<file path="config.mk">
export PLATFORM = sky130hd
export DESIGN_NAME = json_string_escape_encoder
export DESIGN_NICKNAME = d
export VERILOG_FILES = /design/src/jse_pkg.sv /design/src/jse_front.sv /design/src/jse_queue.sv /design/src/jse_back.sv /design/src/json_string_escape_encoder.sv
export SDC_FILE = /design/constraint.sdc
export NUM_CORES = 1
export LEC_CHECK = 0
export ABC_CLOCK_PERIOD_IN_PS = 3550
export BUFFER_PORTS_ARGS = -buffer_cell sky130_fd_sc_hd__buf_2
export CAP_MARGIN = 20
export CORE_MARGIN = 2
export CORE_UTILIZATION = 55
export DETAILED_ROUTE_END_ITERATION = 6
export PLACE_DENSITY = 0.8
export SLEW_MARGIN = 15
export SYNTH_ARGS = -nofsm -noshare
export SYNTH_HDL_FRONTEND = slang
export SYNTH_SLANG_ARGS = --single-unit
</file>
<file path="constraint.sdc">
create_clock -name clk -period 3.55 [get_ports clk]
set_input_delay 0.8875 -clock clk [delete_from_list [all_inputs] [get_ports clk]]
set_output_delay 0.8875 -clock clk [all_outputs]
set_load 0.01 [all_outputs]
</file>
<file path="src/jse_pkg.sv">
// Shared types and character constants for the JSON string escape encoder.
package jse_pkg;

	// The three shapes an escaped run can take.
	typedef enum logic [1:0] {
		KIND_PLAIN   = 2'd0,
		KIND_PAIR    = 2'd1,
		KIND_UNICODE = 2'd2
	} kind_t;

	// One classified input byte as it travels from the front end to the back end.
	typedef struct packed {
		logic [7:0] raw;
		kind_t      kind;
		logic [7:0] esc;
		logic       last;
	} entry_t;

	localparam logic [7:0] CHR_QUOTE  = 8'h22;
	localparam logic [7:0] CHR_BSLASH = 8'h5C;
	localparam logic [7:0] CHR_DEL    = 8'h7F;
	localparam logic [7:0] CHR_CTRL_MAX = 8'h1F;
	localparam logic [7:0] CHR_U      = 8'h75;
	localparam logic [7:0] CHR_ZERO   = 8'h30;
	localparam logic [7:0] CHR_ONE    = 8'h31;
	localparam logic [7:0] CHR_SEVEN  = 8'h37;
	localparam logic [7:0] CHR_LC_A   = 8'h61;

	// Control bytes with a short two-character escape, and their escape letters.
	localparam logic [7:0] CHR_BACKSPACE = 8'h08;
	localparam logic [7:0] CHR_TAB       = 8'h09;
	localparam logic [7:0] CHR_NEWLINE   = 8'h0A;
	localparam logic [7:0] CHR_FORMFEED  = 8'h0C;
	localparam logic [7:0] CHR_RETURN    = 8'h0D;
	localparam logic [7:0] CHR_LC_B      = 8'h62;
	localparam logic [7:0] CHR_LC_F      = 8'h66;
	localparam logic [7:0] CHR_LC_N      = 8'h6E;
	localparam logic [7:0] CHR_LC_R      = 8'h72;
	localparam logic [7:0] CHR_LC_T      = 8'h74;

	// Position of the final byte in each kind of run.
	localparam logic [2:0] IDX_PLAIN_END   = 3'd0;
	localparam logic [2:0] IDX_PAIR_END    = 3'd1;
	localparam logic [2:0] IDX_UNICODE_END = 3'd5;

endpackage

</file>
<file path="src/jse_front.sv">
// Front end: accepts input words and classifies each byte into an escape kind.
module jse_front (
	input  logic                clk,
	input  logic                arst_n,
	input  logic                s_tvalid,
	output logic                s_tready,
	input  logic [7:0]          s_tdata,
	input  logic                s_tlast,
	output logic                push,
	output jse_pkg::entry_t     push_entry,
	input  logic                full
);

	logic            valid_s1;
	jse_pkg::entry_t entry_s1;

	function automatic jse_pkg::entry_t classify(input logic [7:0] b, input logic last);
		jse_pkg::entry_t e;
		e.raw  = b;
		e.last = last;
		e.esc  = b;
		e.kind = jse_pkg::KIND_PLAIN;
		if (b inside {jse_pkg::CHR_QUOTE, jse_pkg::CHR_BSLASH}) begin
			e.kind = jse_pkg::KIND_PAIR;
		end else if (b inside {[8'h00:jse_pkg::CHR_CTRL_MAX], jse_pkg::CHR_DEL}) begin
			e.kind = jse_pkg::KIND_PAIR;
			case (b)
				jse_pkg::CHR_BACKSPACE: e.esc = jse_pkg::CHR_LC_B;
				jse_pkg::CHR_FORMFEED:  e.esc = jse_pkg::CHR_LC_F;
				jse_pkg::CHR_NEWLINE:   e.esc = jse_pkg::CHR_LC_N;
				jse_pkg::CHR_RETURN:    e.esc = jse_pkg::CHR_LC_R;
				jse_pkg::CHR_TAB:       e.esc = jse_pkg::CHR_LC_T;
				default: e.kind = jse_pkg::KIND_UNICODE;
			endcase
		end
		return e;
	endfunction

	// The stage register frees up whenever its word moves into the queue.
	assign s_tready   = !valid_s1 || !full;
	assign push       = valid_s1;
	assign push_entry = entry_s1;

	always_ff @(posedge clk or negedge arst_n) begin
		if (!arst_n) begin
			valid_s1 <= 1'b0;
		end else if (s_tready) begin
			valid_s1 <= s_tvalid;
		end
	end

	always_ff @(posedge clk) begin
		if (s_tready && s_tvalid) begin
			entry_s1 <= classify(s_tdata, s_tlast);
		end
	end

endmodule

</file>
<file path="src/jse_queue.sv">
// Short first-in first-out queue of classified bytes between front and back ends.
module jse_queue #(
	parameter int unsigned QUEUE_DEPTH = 4
) (
	input  logic            clk,
	input  logic            arst_n,
	input  logic            push,
	input  jse_pkg::entry_t push_entry,
	output logic            full,
	input  logic            pop,
	output jse_pkg::entry_t head,
	output logic            empty
);

	localparam int unsigned PTR_W = (QUEUE_DEPTH > 1) ? $clog2(QUEUE_DEPTH) : 1;
	localparam int unsigned CNT_W = $clog2(QUEUE_DEPTH + 1);
	localparam logic [PTR_W-1:0] PTR_LAST = PTR_W'(QUEUE_DEPTH - 1);
	localparam logic [CNT_W-1:0] CNT_FULL = CNT_W'(QUEUE_DEPTH);

	jse_pkg::entry_t  entries_q [QUEUE_DEPTH];
	logic [PTR_W-1:0] wr_ptr_q;
	logic [PTR_W-1:0] rd_ptr_q;
	logic [CNT_W-1:0] count_q;
	logic             do_push;
	logic             do_pop;

	assign full    = (count_q == CNT_FULL);
	assign empty   = (count_q == '0);
	assign head    = entries_q[rd_ptr_q];
	assign do_push = push && !full;
	assign do_pop  = pop && !empty;

	always_ff @(posedge clk or negedge arst_n) begin
		if (!arst_n) begin
			wr_ptr_q <= '0;
			rd_ptr_q <= '0;
			count_q  <= '0;
		end else begin
			if (do_push) begin
				wr_ptr_q <= (wr_ptr_q == PTR_LAST) ? '0 : wr_ptr_q + 1'b1;
			end
			if (do_pop) begin
				rd_ptr_q <= (rd_ptr_q == PTR_LAST) ? '0 : rd_ptr_q + 1'b1;
			end
			if (do_push && !do_pop) begin
				count_q <= count_q + 1'b1;
			end else if (do_pop && !do_push) begin
				count_q <= count_q - 1'b1;
			end
		end
	end

	always_ff @(posedge clk) begin
		if (do_push) begin
			entries_q[wr_ptr_q] <= push_entry;
		end
	end

endmodule

</file>
<file path="src/jse_back.sv">
// Back end: expands queue head into escaped run, one word per cycle unless stalled.
module jse_back (
	input  logic            clk,
	input  logic            arst_n,
	input  jse_pkg::entry_t head,
	input  logic            empty,
	output logic            pop,
	output logic            m_tvalid,
	input  logic            m_tready,
	output logic [7:0]      m_tdata,
	output logic            m_tuser,
	output logic            m_tlast
);

	logic [2:0] idx_q;
	logic [2:0] end_idx;
	logic [7:0] next_byte;
	logic       can_load;
	logic       at_end;

	function automatic logic [7:0] hex_digit(input logic [3:0] n);
		return (n < 4'd10) ? jse_pkg::CHR_ZERO + {4'd0, n}
		                   : jse_pkg::CHR_LC_A + {4'd0, n} - 8'd10;
	endfunction

	always_comb begin
		case (head.kind)
			jse_pkg::KIND_PAIR:    end_idx = jse_pkg::IDX_PAIR_END;
			jse_pkg::KIND_UNICODE: end_idx = jse_pkg::IDX_UNICODE_END;
			default:               end_idx = jse_pkg::IDX_PLAIN_END;
		endcase
	end

	always_comb begin
		case (idx_q)
			3'd0: next_byte = (head.kind == jse_pkg::KIND_PLAIN) ? head.raw
			                                                     : jse_pkg::CHR_BSLASH;
			3'd1: next_byte = (head.kind == jse_pkg::KIND_PAIR) ? head.esc : jse_pkg::CHR_U;
			3'd4: next_byte = hex_digit(head.raw[7:4]);
			3'd5: next_byte = hex_digit(head.raw[3:0]);
			default: next_byte = jse_pkg::CHR_ZERO;
		endcase
	end

	// The output register takes a new word whenever it is empty or being drained.
	assign can_load = !m_tvalid || m_tready;
	assign at_end   = (idx_q == end_idx);
	assign pop      = can_load && !empty && at_end;

	always_ff @(posedge clk or negedge arst_n) begin
		if (!arst_n) begin
			m_tvalid <= 1'b0;
			idx_q    <= '0;
		end else if (can_load) begin
			m_tvalid <= !empty;
			if (!empty) begin
				idx_q <= at_end ? 3'd0 : idx_q + 3'd1;
			end
		end
	end

	always_ff @(posedge clk) begin
		if (can_load && !empty) begin
			m_tdata <= next_byte;
			m_tuser <= at_end;
			m_tlast <= at_end && head.last;
		end
	end

endmodule

</file>
<file path="src/json_string_escape_encoder.sv">
// Top level of the JSON string escape encoder: front end, queue and back end.
//
//   channel   direction  word contents
//   s_*       in         tdata[7:0] raw byte; tlast marks the final byte of the string
//   m_*       out        tdata[7:0] escaped byte; tuser run end; tlast string end
//
// One input word is taken per cycle while the queue has room; the first output
// word passes through the front stage register, the queue and the output register.
// Each input byte becomes a run of 1, 2 or 6 output words (plain, two-character
// escape, \u00XX escape); output runs at one word per cycle while m_tready is high.
// Reset is asynchronous and active low and clears all control state at once.
// Output stalls and multi-word runs fill the queue and then hold s_tready low.
module json_string_escape_encoder #(
	parameter int unsigned QUEUE_DEPTH = 4
) (
	input  logic       clk,
	input  logic       arst_n,
	input  logic       s_tvalid,
	output logic       s_tready,
	input  logic [7:0] s_tdata,   // [7:0] in_byte
	input  logic       s_tlast,
	output logic       m_tvalid,
	input  logic       m_tready,
	output logic [7:0] m_tdata,   // [7:0] out_byte
	output logic       m_tuser,   // [0] run_last
	output logic       m_tlast
);

	logic            push;
	jse_pkg::entry_t push_entry;
	logic            full;
	logic            pop;
	jse_pkg::entry_t head;
	logic            empty;

	jse_front u_front (
		.clk        (clk),
		.arst_n     (arst_n),
		.s_tvalid   (s_tvalid),
		.s_tready   (s_tready),
		.s_tdata    (s_tdata),
		.s_tlast    (s_tlast),
		.push       (push),
		.push_entry (push_entry),
		.full       (full)
	);

	jse_queue #(
		.QUEUE_DEPTH (QUEUE_DEPTH)
	) u_queue (
		.clk        (clk),
		.arst_n     (arst_n),
		.push       (push),
		.push_entry (push_entry),
		.full       (full),
		.pop        (pop),
		.head       (head),
		.empty      (empty)
	);

	jse_back u_back (
		.clk      (clk),
		.arst_n   (arst_n),
		.head     (head),
		.empty    (empty),
		.pop      (pop),
		.m_tvalid (m_tvalid),
		.m_tready (m_tready),
		.m_tdata  (m_tdata),
		.m_tuser  (m_tuser),
		.m_tlast  (m_tlast)
	);

`ifndef SYNTHESIS
	// The end of a string is always the end of a run.
	a_string_end_ends_run: assert property (@(posedge clk) disable iff (!arst_n)
		m_tvalid && m_tlast |-> m_tuser)
		else $error("string end flagged on a word that is not a run end");

	// Only escape characters can appear inside an unfinished run.
	a_run_body: assert property (@(posedge clk) disable iff (!arst_n)
		m_tvalid && !m_tuser |-> (m_tdata == jse_pkg::CHR_BSLASH || m_tdata == jse_pkg::CHR_U
			|| m_tdata == jse_pkg::CHR_ZERO || m_tdata == jse_pkg::CHR_ONE
			|| m_tdata == jse_pkg::CHR_SEVEN))
		else $error("unexpected byte inside an escape run");

	// Input backpressure only comes from a full queue behind an occupied front stage.
	a_stall_source: assert property (@(posedge clk) disable iff (!arst_n)
		!s_tready |-> push && full && !empty)
		else $error("input stalled without a full queue");
`endif

endmodule

</file>
==> results.toml, run 1 <==
[outcome]
status = "finished clean"

[clock_tree]
clock_latency_ns = 0.50
clock_sinks = 117
cts_root_buf = "clkbuf_8"
postCtsSetupBuffers = 0
h-tree-depth = 4
holdBufCountCts = 0
clk_path_buf_depth = 2
numCtsBuffers = 17
cts_resized = 0
path_clk_slew_ns = 0.06
cts_tree = "yes"

[synthesis]
ys_seq_elements = 117
synth-simple-area-share_pct = 7.13
syn_inst = 295
synth_top_cell_by_area = "edfxtp_1"
synth-adder-area-share_pct = 3.96
yosys-top-cells-area = "edfxtp_1 64%, mux4_2 6.8%, dfrtp_1 6.1%, ha_1 3.6%, mux4_1 2.1%"
synth-edff-count = 105
yosysTopAreaCellShare_pct = 63.9
netlist_area_mm2 = 0.00493
yosys_warnings = 0
synth_top_family_by_area = "multiplexers"
synth_cell_types = 46
synth-async-reset-ratio_pct = 10.3
synthXorXnorAreaFrac_pct = 1.24
synth.area.mux_share_pct = 9.66
syn_nets = 323
synth.avg_cell_area_um2 = 16.7
ys_seq_area_share_pct = 70.0
synth_compound_area_share_pct = 5.99
synth_top_flop_cell = "edfxtp_1"

[place]
post_dp_cell_area_mm2 = 0.00521
globalplace.congestion = 0.926
place_hpwl_mm = 5.59
port_buffers = 24

[critical_path]
end_kind = "register"
path_max_fanout = 8
criticalPathCategory = "register to register"
reg2reg_setup_slack_ns = 0.49
worstSetupStartpointType = "register"
reg2reg_from = "u_queue.rd_ptr_q[0]$_DFFE_PN0P_"
reg2reg_depth = 10
required_ns = 3.94
critPathArrivalTime_ns = 3.44
reg2reg_to = "u_queue.count_q[1]$_DFFE_PN0P_"

[sta]
max_slew_margin_pct = 33.9
fin_skew_ns = 0.00614
fmax_mhz = 327
rsz0062_at_grt = "false"
hold_slack_ns = 0.263
min_period_ns = 3.06
setup_tns_ns = 0
final_max_slew_viol_count = 0
max_slew.worst_pin.slew_ns = 0.992
setup_viol = 0
final.period_utilization_pct = 86.1
finalHoldViolations = 0

[finish]
stdcell_area_mm2 = 0.00581
n_antenna_cell = 0
area_delta_synth_final_pct = 17.7
final_net_count = 367
drive_gt1_share_pct = 23.0
finish.utilization_pct = 66.6
fillers = 552

[detailed_routing]
firstDrtPassIters = 6
routed_wl_mm = 8.58
vias_per_cell = 5.73
dr_total_vias = 2634
drtAntennaViolNets = 0
dr.first_iter.drc_count = 207
avgRoutedWirePerCell_um = 18.7
drc_errors = 0

[floorplan]
die_x_um = 98.7
start_util_pct = 56.6
ioPinCount = 25
dieArea_mm2 = 0.00974
core_mm2 = 0.00872
die_h_um = 98.7
fp-row-count = 34

[power_and_ir_drop]
p_leak_nw = 2.14
p_per_area_mw_per_mm2 = 934
ir_worst_vdd_v = 0.000417

[global_routing]
track_usage_pct = 19.5
grt_pass1_vias = 2698
grt_pass1_wl_mm = 14.2
antenna_found_initial = 0
grt_max_degree = 20
grt_overflow = 0

[job]
max_cap_violations = 0

[worst_hold_path]
min_path_type = "primary input to async pin"
==> sequential cells by signal, summed over array words and instances, names as in the netlist <==
register,flops
u_front.push_entry,19
u_queue.wr_ptr_q,2
u_queue.entries_q,76
u_back.m_tvalid,1
u_back.idx_q,3
u_front.push,1
u_back.m_tlast,1
u_queue.count_q,3
u_back.m_tdata,8
u_back.m_tuser,1
u_queue.rd_ptr_q,2
==> how the worst max path moves through the flow <==
stage	start	endpoint	slack [ns]	depth (start not counted)
floorplan	u_queue.rd_ptr_q[0]$_DFFE_PN0P_	u_queue.count_q[1]$_DFFE_PN0P_	0.08	12
global placement	u_queue.rd_ptr_q[0]$_DFFE_PN0P_	u_queue.count_q[1]$_DFFE_PN0P_	0.60	10
detailed placement	u_queue.rd_ptr_q[0]$_DFFE_PN0P_	u_queue.count_q[1]$_DFFE_PN0P_	0.51	10
CTS	u_queue.rd_ptr_q[0]$_DFFE_PN0P_	u_queue.count_q[1]$_DFFE_PN0P_	0.48	10
global route	u_queue.rd_ptr_q[0]$_DFFE_PN0P_	u_queue.count_q[1]$_DFFE_PN0P_	0.30	10
finish	u_queue.rd_ptr_q[0]$_DFFE_PN0P_	u_queue.count_q[1]$_DFFE_PN0P_	0.49	10
==> critical path, cell delays in order (launching register included) <==
cell and delay (ns):
dfrtp_1 0.54, mux4_2 0.57, inv_1 0.10, ha_1 0.24
xor2_1 0.14, nor3_1 0.20, nand2_1 0.14, ha_1 0.25
inv_1 0.08, fa_1 0.40, mux2_2 0.27
==> Yosys cell counts (2+ instances only) <==
cell type	n
o21ai_0	14
or3_1	5
nor3_1	3
inv_1	17
xnor2_1	3
a21o_1	4
o21bai_1	2
buf_2	2
o22ai_1	2
nand2b_1	7
dfrtp_1	12
xor2_1	4
clkbuf_1	3
o21ai_1	4
and2_1	7
nand4b_1	2
mux4_2	15
o31a_1	2
nor2b_1	4
nor2_1	8
mux2_2	3
nand3_1	8
nand4_1	3
edfxtp_1	105
a211o_1	2
mux4_1	4
ha_1	14
nand2_1	12
a21oi_1	7
==> area by class of cell <==
cell class	count	area (um^2)	area share, %
clock buffer	18	418	7.20
clock inverter	14	176	3.04
inverter	17	63.8	1.10
multi-input combinational	154	1380	23.8
sequential	117	3450	59.5
tap	108	135	2.33
timing repair buffer	32	180	3.10
==> placed cells by master, fill, tap and decap left out, drive strengths merged, types with 4 or more instances in the layout <==
| cell | netlist | routed |
|---|---|---|
| a21oi | 7 | 7 |
| xor2 | 4 | 4 |
| nor2 | 8 | 8 |
| o21ai | 18 | 18 |
| inv | 17 | 21 |
| dfrtp | 12 | 12 |
| ha | 14 | 14 |
| nand2b | 7 | 7 |
| and2 | 7 | 7 |
| nand3 | 8 | 8 |
| mux4 | 19 | 19 |
| buf | 4 | 32 |
| clkbuf | 3 | 18 |
| nand2 | 12 | 12 |
| or3 | 5 | 5 |
| a21o | 4 | 4 |
| nor2b | 4 | 4 |
| clkinv | 0 | 6 |
| edfxtp | 105 | 105 |
==> power breakdown <==
group	switching (mW)	total (mW)	internal [mW]
Clock	0.604	1.68	1.08
Sequential	0.185	2.12	1.94
Combinational	0.904	1.62	0.715
Total	1.69	5.42	3.73
==> routing by layer <==
| metal | up-vias | share of wire [%] | track usage, % |
|---|---|---|---|
| li1 | 1237 | - | - |
| met1 | 1312 | 44 | 25.5 |
| met2 | 79 | 52 | 31.9 |
| met3 | 6 | 3.5 | 6.60 |
| met4 | 0 | 0.68 | 5.16 |
| met5 | - | 0 | 0 |
==> per-stage QoR <==
step / power (mW) / worst slack, ns / std cells
3_3_place_gp: 3.69 / 0.596 / 428
6_report: 5.42 / 0.495 / 460
3_5_place_dp: 3.74 / 0.506 / 428
5_1_grt: 5.72 / 0.297 / 460
4_1_cts: 5.45 / 0.483 / 460
2_1_floorplan: 3.27 / 0.0792 / 295
==> logic make-up (layout without fill, tap and decap cells) <==
family	after synthesis	in the layout
adders and majority gates	15	15
xor gates and xnor gates	7	7
muxes	22	22
and+or+nand+nor	64	64
buffers and inverters	24	81
AOI/OAI and AO/OA	46	46
DFF	117	117
Note: power is estimated with default switching activity, not from simulation.
==> run 2: changes to the inputs <==
--- a/config.mk
+++ b/config.mk
@@ -5,11 +5,12 @@
 export SDC_FILE = /design/constraint.sdc
 export NUM_CORES = 1
 export LEC_CHECK = 0
-export ABC_CLOCK_PERIOD_IN_PS = 3550
+export ABC_CLOCK_PERIOD_IN_PS = 2600
 export BUFFER_PORTS_ARGS = -buffer_cell sky130_fd_sc_hd__buf_2
 export CAP_MARGIN = 20
 export CORE_MARGIN = 2
 export CORE_UTILIZATION = 55
+export CTS_CLUSTER_SIZE = 24
 export DETAILED_ROUTE_END_ITERATION = 6
 export PLACE_DENSITY = 0.8
 export SLEW_MARGIN = 15
==> constraint.sdc (replaced) <==
create_clock -name clk -period 2.6 [get_ports clk]
set_input_delay 0.65 -clock clk [delete_from_list [all_inputs] [get_ports clk]]
set_output_delay 0.65 -clock clk [all_outputs]
set_load 0.01 [all_outputs]
==> run 2 against run 1 <==
- the run now ends with setup timing left
- cell area increased by 2.3%
- register-to-register slack got worse by 0.54 ns
- cell count is 3.0% higher
- hold slack got worse by 0.25 ns
- routed wire length grew 4.5%
- sequential share of layout area decreased by 1.3 points
- sequential cell count unchanged
- die area unchanged
- sequential power up 36%
- clock-buffer cell count decreased by 1
- largest cell class unchanged
- highest routed layer unchanged
==> results.toml, run 2 (synthesized netlist as in run 1, its figures left out) <==
[global_routing]
top_usage_layer = "met2"
grt_use_met2_pct = 34.4
grt_max_degree = 20
grt_pass1_wl_mm = 14.5
track_usage_pct = 20.5
grt_overflow = 0
grtUsageMet3_pct = 5.53
grtUsageMet1_pct = 24.8
antenna_found_initial = 0
grt_pass1_vias = 2741

[critical_path]
critical_path_depth = 10
slowest_stage = "mux4_2"
crit_path_end = "u_queue.count_q[1]$_DFFE_PN0P_"
required_ns = 3.00
worstSetupStartpointType = "register"
cp_num_buf_inv = 2
reg2reg_to = "u_queue.count_q[1]$_DFFE_PN0P_"
cpLargestDelayFamily = "multiplexers"
critPathArrivalTime_ns = 3.05
crit_chain = "mux4_2, inv_2, ha_4, xor2_2, nor3_2, nand2_2, ha_4, inv_2, fa_1, mux2_2"
slowest_delay_ns = 0.55
end_kind = "register"
path_max_fanout = 3
reg2reg_depth = 10
reg2reg_from = "u_queue.rd_ptr_q[0]$_DFFE_PN0P_"
reg2reg_setup_slack_ns = -0.04
cp-startpoint = "u_queue.rd_ptr_q[0]$_DFFE_PN0P_"
criticalPathCategory = "register to register"

[worst_hold_path]
min_path_type = "primary input to async pin"

[clock_tree]
numCtsBuffers = 17
cts_tree = "yes"
clock_sinks = 117
path_clk_slew_ns = 0.06
h-tree-depth = 4
clk_path_buf_depth = 2
clock_latency_ns = 0.52
cts_root_buf = "clkbuf_8"

[detailed_routing]
vias_per_cell = 5.73
firstDrtPassIters = 4
dr.first_iter.drc_count = 194
dr_total_vias = 2714
drtAntennaViolNets = 0
routed_wl_mm = 8.96
avgRoutedWirePerCell_um = 18.9
drc_errors = 0

[power_and_ir_drop]
p_total_mw = 7.60
ir_worst_vdd_v = 0.000545
p_per_area_mw_per_mm2 = 1280
p_leak_nw = 2.18

[sta]
finalHoldViolations = 0
fin_skew_ns = 0.00801
fin_ws_ns = -0.0435
fmax_mhz = 378
setup_tns_ns = -0.0482
final.period_utilization_pct = 102
min_period_ns = 2.64
max_slew_margin_pct = 71.4
rsz0062_at_grt = "true"
setup_viol = 2
max_slew.worst_pin.slew_ns = 0.429
final_max_slew_viol_count = 0

[place]
place_hpwl_mm = 5.92
pre_cts_ws_ns = -0.161
port_buffers = 24
globalplace.congestion = 0.923
dp.cells = 439

[finish]
final_net_count = 381
layout_common_cells = "105 x edfxtp_1, 24 x buf_2, 21 x buf_4"
layoutNonFillerInstCount = 474
finish.utilization_pct = 68.1
regMostFlops = "u_queue.entries_q"
n_antenna_cell = 0
area_delta_synth_final_pct = 20.4
largest_reg_flops = 76
final_common_cell = "edfxtp_1"
drive_gt1_share_pct = 28.1

[floorplan]
core_mm2 = 0.00872
die_x_um = 98.7
dieArea_mm2 = 0.00974
start_util_pct = 56.6
ioPinCount = 25
die_h_um = 98.7
fp-row-count = 34

[outcome]
violations = "setup timing"
status = "finished, violations left"

[job]
max_cap_violations = 0
==> run 2: how the worst min path moves through the flow <==
stage	endpoint	slack, ns
finish	u_back.m_tvalid$_DFFE_PN0N_	0.01
global route	u_queue.count_q[2]$_DFFE_PN0P_	0.01
CTS	u_back.m_tvalid$_DFFE_PN0N_	0.0003
detailed placement	u_queue.entries_q[0][0]$_DFFE_PP_	0.48
global placement	u_back.m_tvalid$_DFFE_PN0N_	0.47
floorplan	u_back.idx_q[0]$_DFFE_PN0P_	0.35
==> run 2: repair_timing <==
| item | 4_1_cts | 5_1_grt |
|---|---|---|
| hold buffers | 0 | 0 |
| setup endpoints to repair | 2 | 3 |
| resized for setup | 2 | 2 |
| pin swaps | 2 | 1 |
| setup buffers | 2 | 1 |
==> run 2: power by group <==
part           switching (mW)  leakage, nW  internal (mW)
clock                   0.832        0.255           1.36
combinational            1.33        0.797           1.19
sequential              0.236         1.12           2.64
total                    2.40         2.18           5.20
==> run 2: layout make-up <==
cell class / instances / area [um^2]
flip-flops and latches: 117 / 3450
fillers: 562 / 2780
multi-input cells: 154 / 1420
clock buffers: 17 / 414
repair buffers: 46 / 298
clock inverters: 15 / 155
well taps: 108 / 135
inverters: 17 / 63.8
==> run 2: routing by layer <==
layer / part of all wire, % / routed length [um] / vias to the layer above
met5: 0 / 0 / -
met4: 0.98 / 88 / 0
met3: 2.9 / 264 / 6
met2: 54 / 4830 / 57
met1: 42 / 3780 / 1384
li1: - / - / 1267
==> run 2: metrics by stage <==
stage	hold slack [ns]	instance area (um^2)
floorplan	0.354	4980
global placement	0.468	5330
detailed placement	0.483	5330
CTS	0.000301	5920
global route	0.0113	5940
finish	0.0127	5940
==> run 2: worst register-to-register path, delay by kind of cell (launching register included) <==
family | cells | cell delay [ns]
xor+xnor | 1 | 0.14
fa+ha+maj | 3 | 0.76
simple gates | 2 | 0.26
flops | 1 | 0.42
buf+inv | 2 | 0.14
mux | 2 | 0.81
==> run 3: changes to the inputs <==
--- a/config.mk
+++ b/config.mk
@@ -5,14 +5,14 @@
 export SDC_FILE = /design/constraint.sdc
 export NUM_CORES = 1
 export LEC_CHECK = 0
-export ABC_CLOCK_PERIOD_IN_PS = 2600
+export ABC_CLOCK_PERIOD_IN_PS = 2800
 export BUFFER_PORTS_ARGS = -buffer_cell sky130_fd_sc_hd__buf_2
 export CAP_MARGIN = 20
-export CORE_MARGIN = 2
+export CORE_MARGIN = 1
 export CORE_UTILIZATION = 55
 export CTS_CLUSTER_SIZE = 24
 export DETAILED_ROUTE_END_ITERATION = 6
-export PLACE_DENSITY = 0.8
+export PLACE_DENSITY = 0.77
 export SLEW_MARGIN = 15
 export SYNTH_ARGS = -nofsm -noshare
 export SYNTH_HDL_FRONTEND = slang
==> constraint.sdc (replaced) <==
create_clock -name clk -period 2.8 [get_ports clk]
set_input_delay 0.7 -clock clk [delete_from_list [all_inputs] [get_ports clk]]
set_output_delay 0.7 -clock clk [all_outputs]
set_load 0.01 [all_outputs]
==> run 3 against run 2 <==
- the run now ends clean
- hold slack improved by 0.045 ns
- cell count fell by 0.84%
- cell area down 1.0%
- sequential cell count did not move
- total power fell by 9.0%
- non-clock buffer count decreased by 4
- sequential power down 7.6%
- clock skew shrank 0.00089 ns
- sequential share of layout area is 0.63 points higher
- maximum frequency down 1.7%
- routed wire length decreased by 3.9%
- critical endpoint unchanged
- highest routed layer unchanged
==> results.toml, run 3 (synthesized netlist as in run 1, its figures left out) <==
[global_routing]
grt_pass1_wl_mm = 14.6
track_usage_pct = 20.8
antenna_found_initial = 0
grt_overflow = 0
grt_pass1_vias = 2823
grt_max_degree = 20

[sta]
rsz0062_at_grt = "false"
min_period_ns = 2.69
max_slew.worst_pin.slew_ns = 0.434
fin_skew_ns = 0.00713
finalHoldViolations = 0
final.period_utilization_pct = 96.0
fmax_mhz = 372
setup_tns_ns = 0
setup_viol = 0
fin_ws_ns = 0.112
final_max_slew_viol_count = 0
max_slew_margin_pct = 71.0

[place]
pre_cts_ws_ns = -0.0342
port_buffers = 24
dp.cells = 437
globalplace.congestion = 0.777
place_hpwl_mm = 5.67

[power_and_ir_drop]
p_sw_share_pct = 31.6
power_frac_comb_pct = 32.0
p_total_mw = 6.91
ir_worst_vdd_v = 0.000649
power.internal_mw = 4.73
pwr-share-seq_pct = 38.5
p_per_area_mw_per_mm2 = 1180
p_sw_mw = 2.18
p_leak_nw = 2.16
pwr-share-clk_pct = 29.5

[critical_path]
required_ns = 3.20
worstSetupStartpointType = "register"
reg2reg_depth = 10
path_max_fanout = 3
critPathArrivalTime_ns = 3.09
slowest_stage = "mux4_2"
crit_chain = "mux4_2, inv_2, ha_4, xor2_1, nor3_2, nand2_1, ha_2, inv_2, fa_1, mux2_2"
cpMostUsedCell = "inv_2"
end_kind = "register"
criticalPathCategory = "register to register"
slowest_delay_ns = 0.53

[finish]
n_antenna_cell = 0
area_delta_synth_final_pct = 19.1
largest_reg_flops = 76
multi_input_area_mm2 = 0.00140
register_area_mm2 = 0.00345
layoutNonFillerInstCount = 470
layout_common_cells = "105 x edfxtp_1, 24 x buf_2, 18 x buf_4"
final_net_count = 377
final_common_cell = "edfxtp_1"
fillers = 554
regMostFlops = "u_queue.entries_q"
drive_gt1_share_pct = 27.1
finish.utilization_pct = 67.4

[job]
max_cap_violations = 0

[worst_hold_path]
min_path_type = "primary input to async pin"

[floorplan]
dieArea_mm2 = 0.00935
core_mm2 = 0.00872
start_util_pct = 56.6
die_h_um = 96.7
ioPinCount = 25
die_x_um = 96.7
fp-row-count = 34

[clock_tree]
h-tree-depth = 4
holdBufCountCts = 0
numCtsBuffers = 17
path_clk_slew_ns = 0.06
clock_sinks = 117
clk_path_buf_depth = 2
clock_latency_ns = 0.51
cts_root_buf = "clkbuf_8"
cts_tree = "yes"

[outcome]
status = "finished clean"

[detailed_routing]
dr.first_iter.drc_count = 161
routed_wl_mm = 8.61
firstDrtPassIters = 4
drtAntennaViolNets = 0
dr_total_vias = 2685
vias_per_cell = 5.71
avgRoutedWirePerCell_um = 18.3
drc_errors = 0
## run 3: cell count changes in the layout (fill, tap and decap cells not counted), sizes merged
cell and change:
buf -4, clkinvlp -3, inv +1, clkinv +2
## run 3: worst paths after layout
| kind | from | to | slack [ns] |
|---|---|---|---|
| worst max-delay path | u_queue.rd_ptr_q[0]$_DFFE_PN0P_ | u_queue.count_q[1]$_DFFE_PN0P_ | 0.11 |
| worst min-delay path | arst_n | u_queue.count_q[2]$_DFFE_PN0P_ | 0.06 |
| worst max register to register | u_queue.rd_ptr_q[0]$_DFFE_PN0P_ | u_queue.count_q[1]$_DFFE_PN0P_ | 0.11 |
| worst min register to register | u_back.m_tvalid$_DFFE_PN0N_ | u_back.m_tvalid$_DFFE_PN0N_ | 0.50 |
| max in group asynchronous | arst_n | u_queue.rd_ptr_q[0]$_DFFE_PN0P_ | 2.51 |
| min in group clk | s_tlast | u_front.push_entry[0]$_DFFE_PP_ | 0.36 |
## run 3: timing repair
item	4_1_cts	5_1_grt
pin swaps	0	1
endpoints found under the setup margin	1	2
resized for setup	1	0
setup buffers	1	0
## run 3: per-layer routing
| metal | routed length (um) | share of wire (%) | track usage (%) | vias to the layer above |
|---|---|---|---|---|
| met3 | 415 | 4.8 | 7.80 | 10 |
| met5 | 0 | 0 | 0 | - |
| met4 | 87 | 1.0 | 7.23 | 0 |
| li1 | - | - | - | 1260 |
| met2 | 4320 | 50 | 33.4 | 76 |
| met1 | 3790 | 44 | 26.3 | 1339 |
## run 3: layout make-up
class                           count  share of cell area [%]
Multi-Input combinational cell    154                    23.8
Tap cell                          108                    2.30
Inverter                           17                    1.09
Sequential cell                   117                    58.8
Clock inverter                     15                    2.64
Clock buffer                       17                    7.05
Timing Repair Buffer               42                    4.34
## run 3: per-stage QoR
stage               area (um^2)  hold slack (ns)
floorplan                  4960            0.404
global placement           5300            0.469
detailed placement         5300            0.481
CTS                        5880           0.0531
global route               5880           0.0648
finish                     5880           0.0572
## run 3: critical path, delay by kind of cell (launching register included)
family | cells | cell delay (ns)
xor+xnor | 1 | 0.15
fa+ha+maj | 3 | 0.80
buf+inv | 2 | 0.15
flops | 1 | 0.40
mux | 2 | 0.80
simple gates | 2 | 0.27
## run 3: power groups by stage
stage	clock, mW	sequential [mW]	combinational, mW
3_5_place_dp	0	2.69	2.19
5_1_grt	2.14	2.70	2.44
2_1_floorplan	0	2.66	1.55
3_3_place_gp	0	2.66	2.13
4_1_cts	2.06	2.66	2.23
6_report	2.04	2.66	2.21
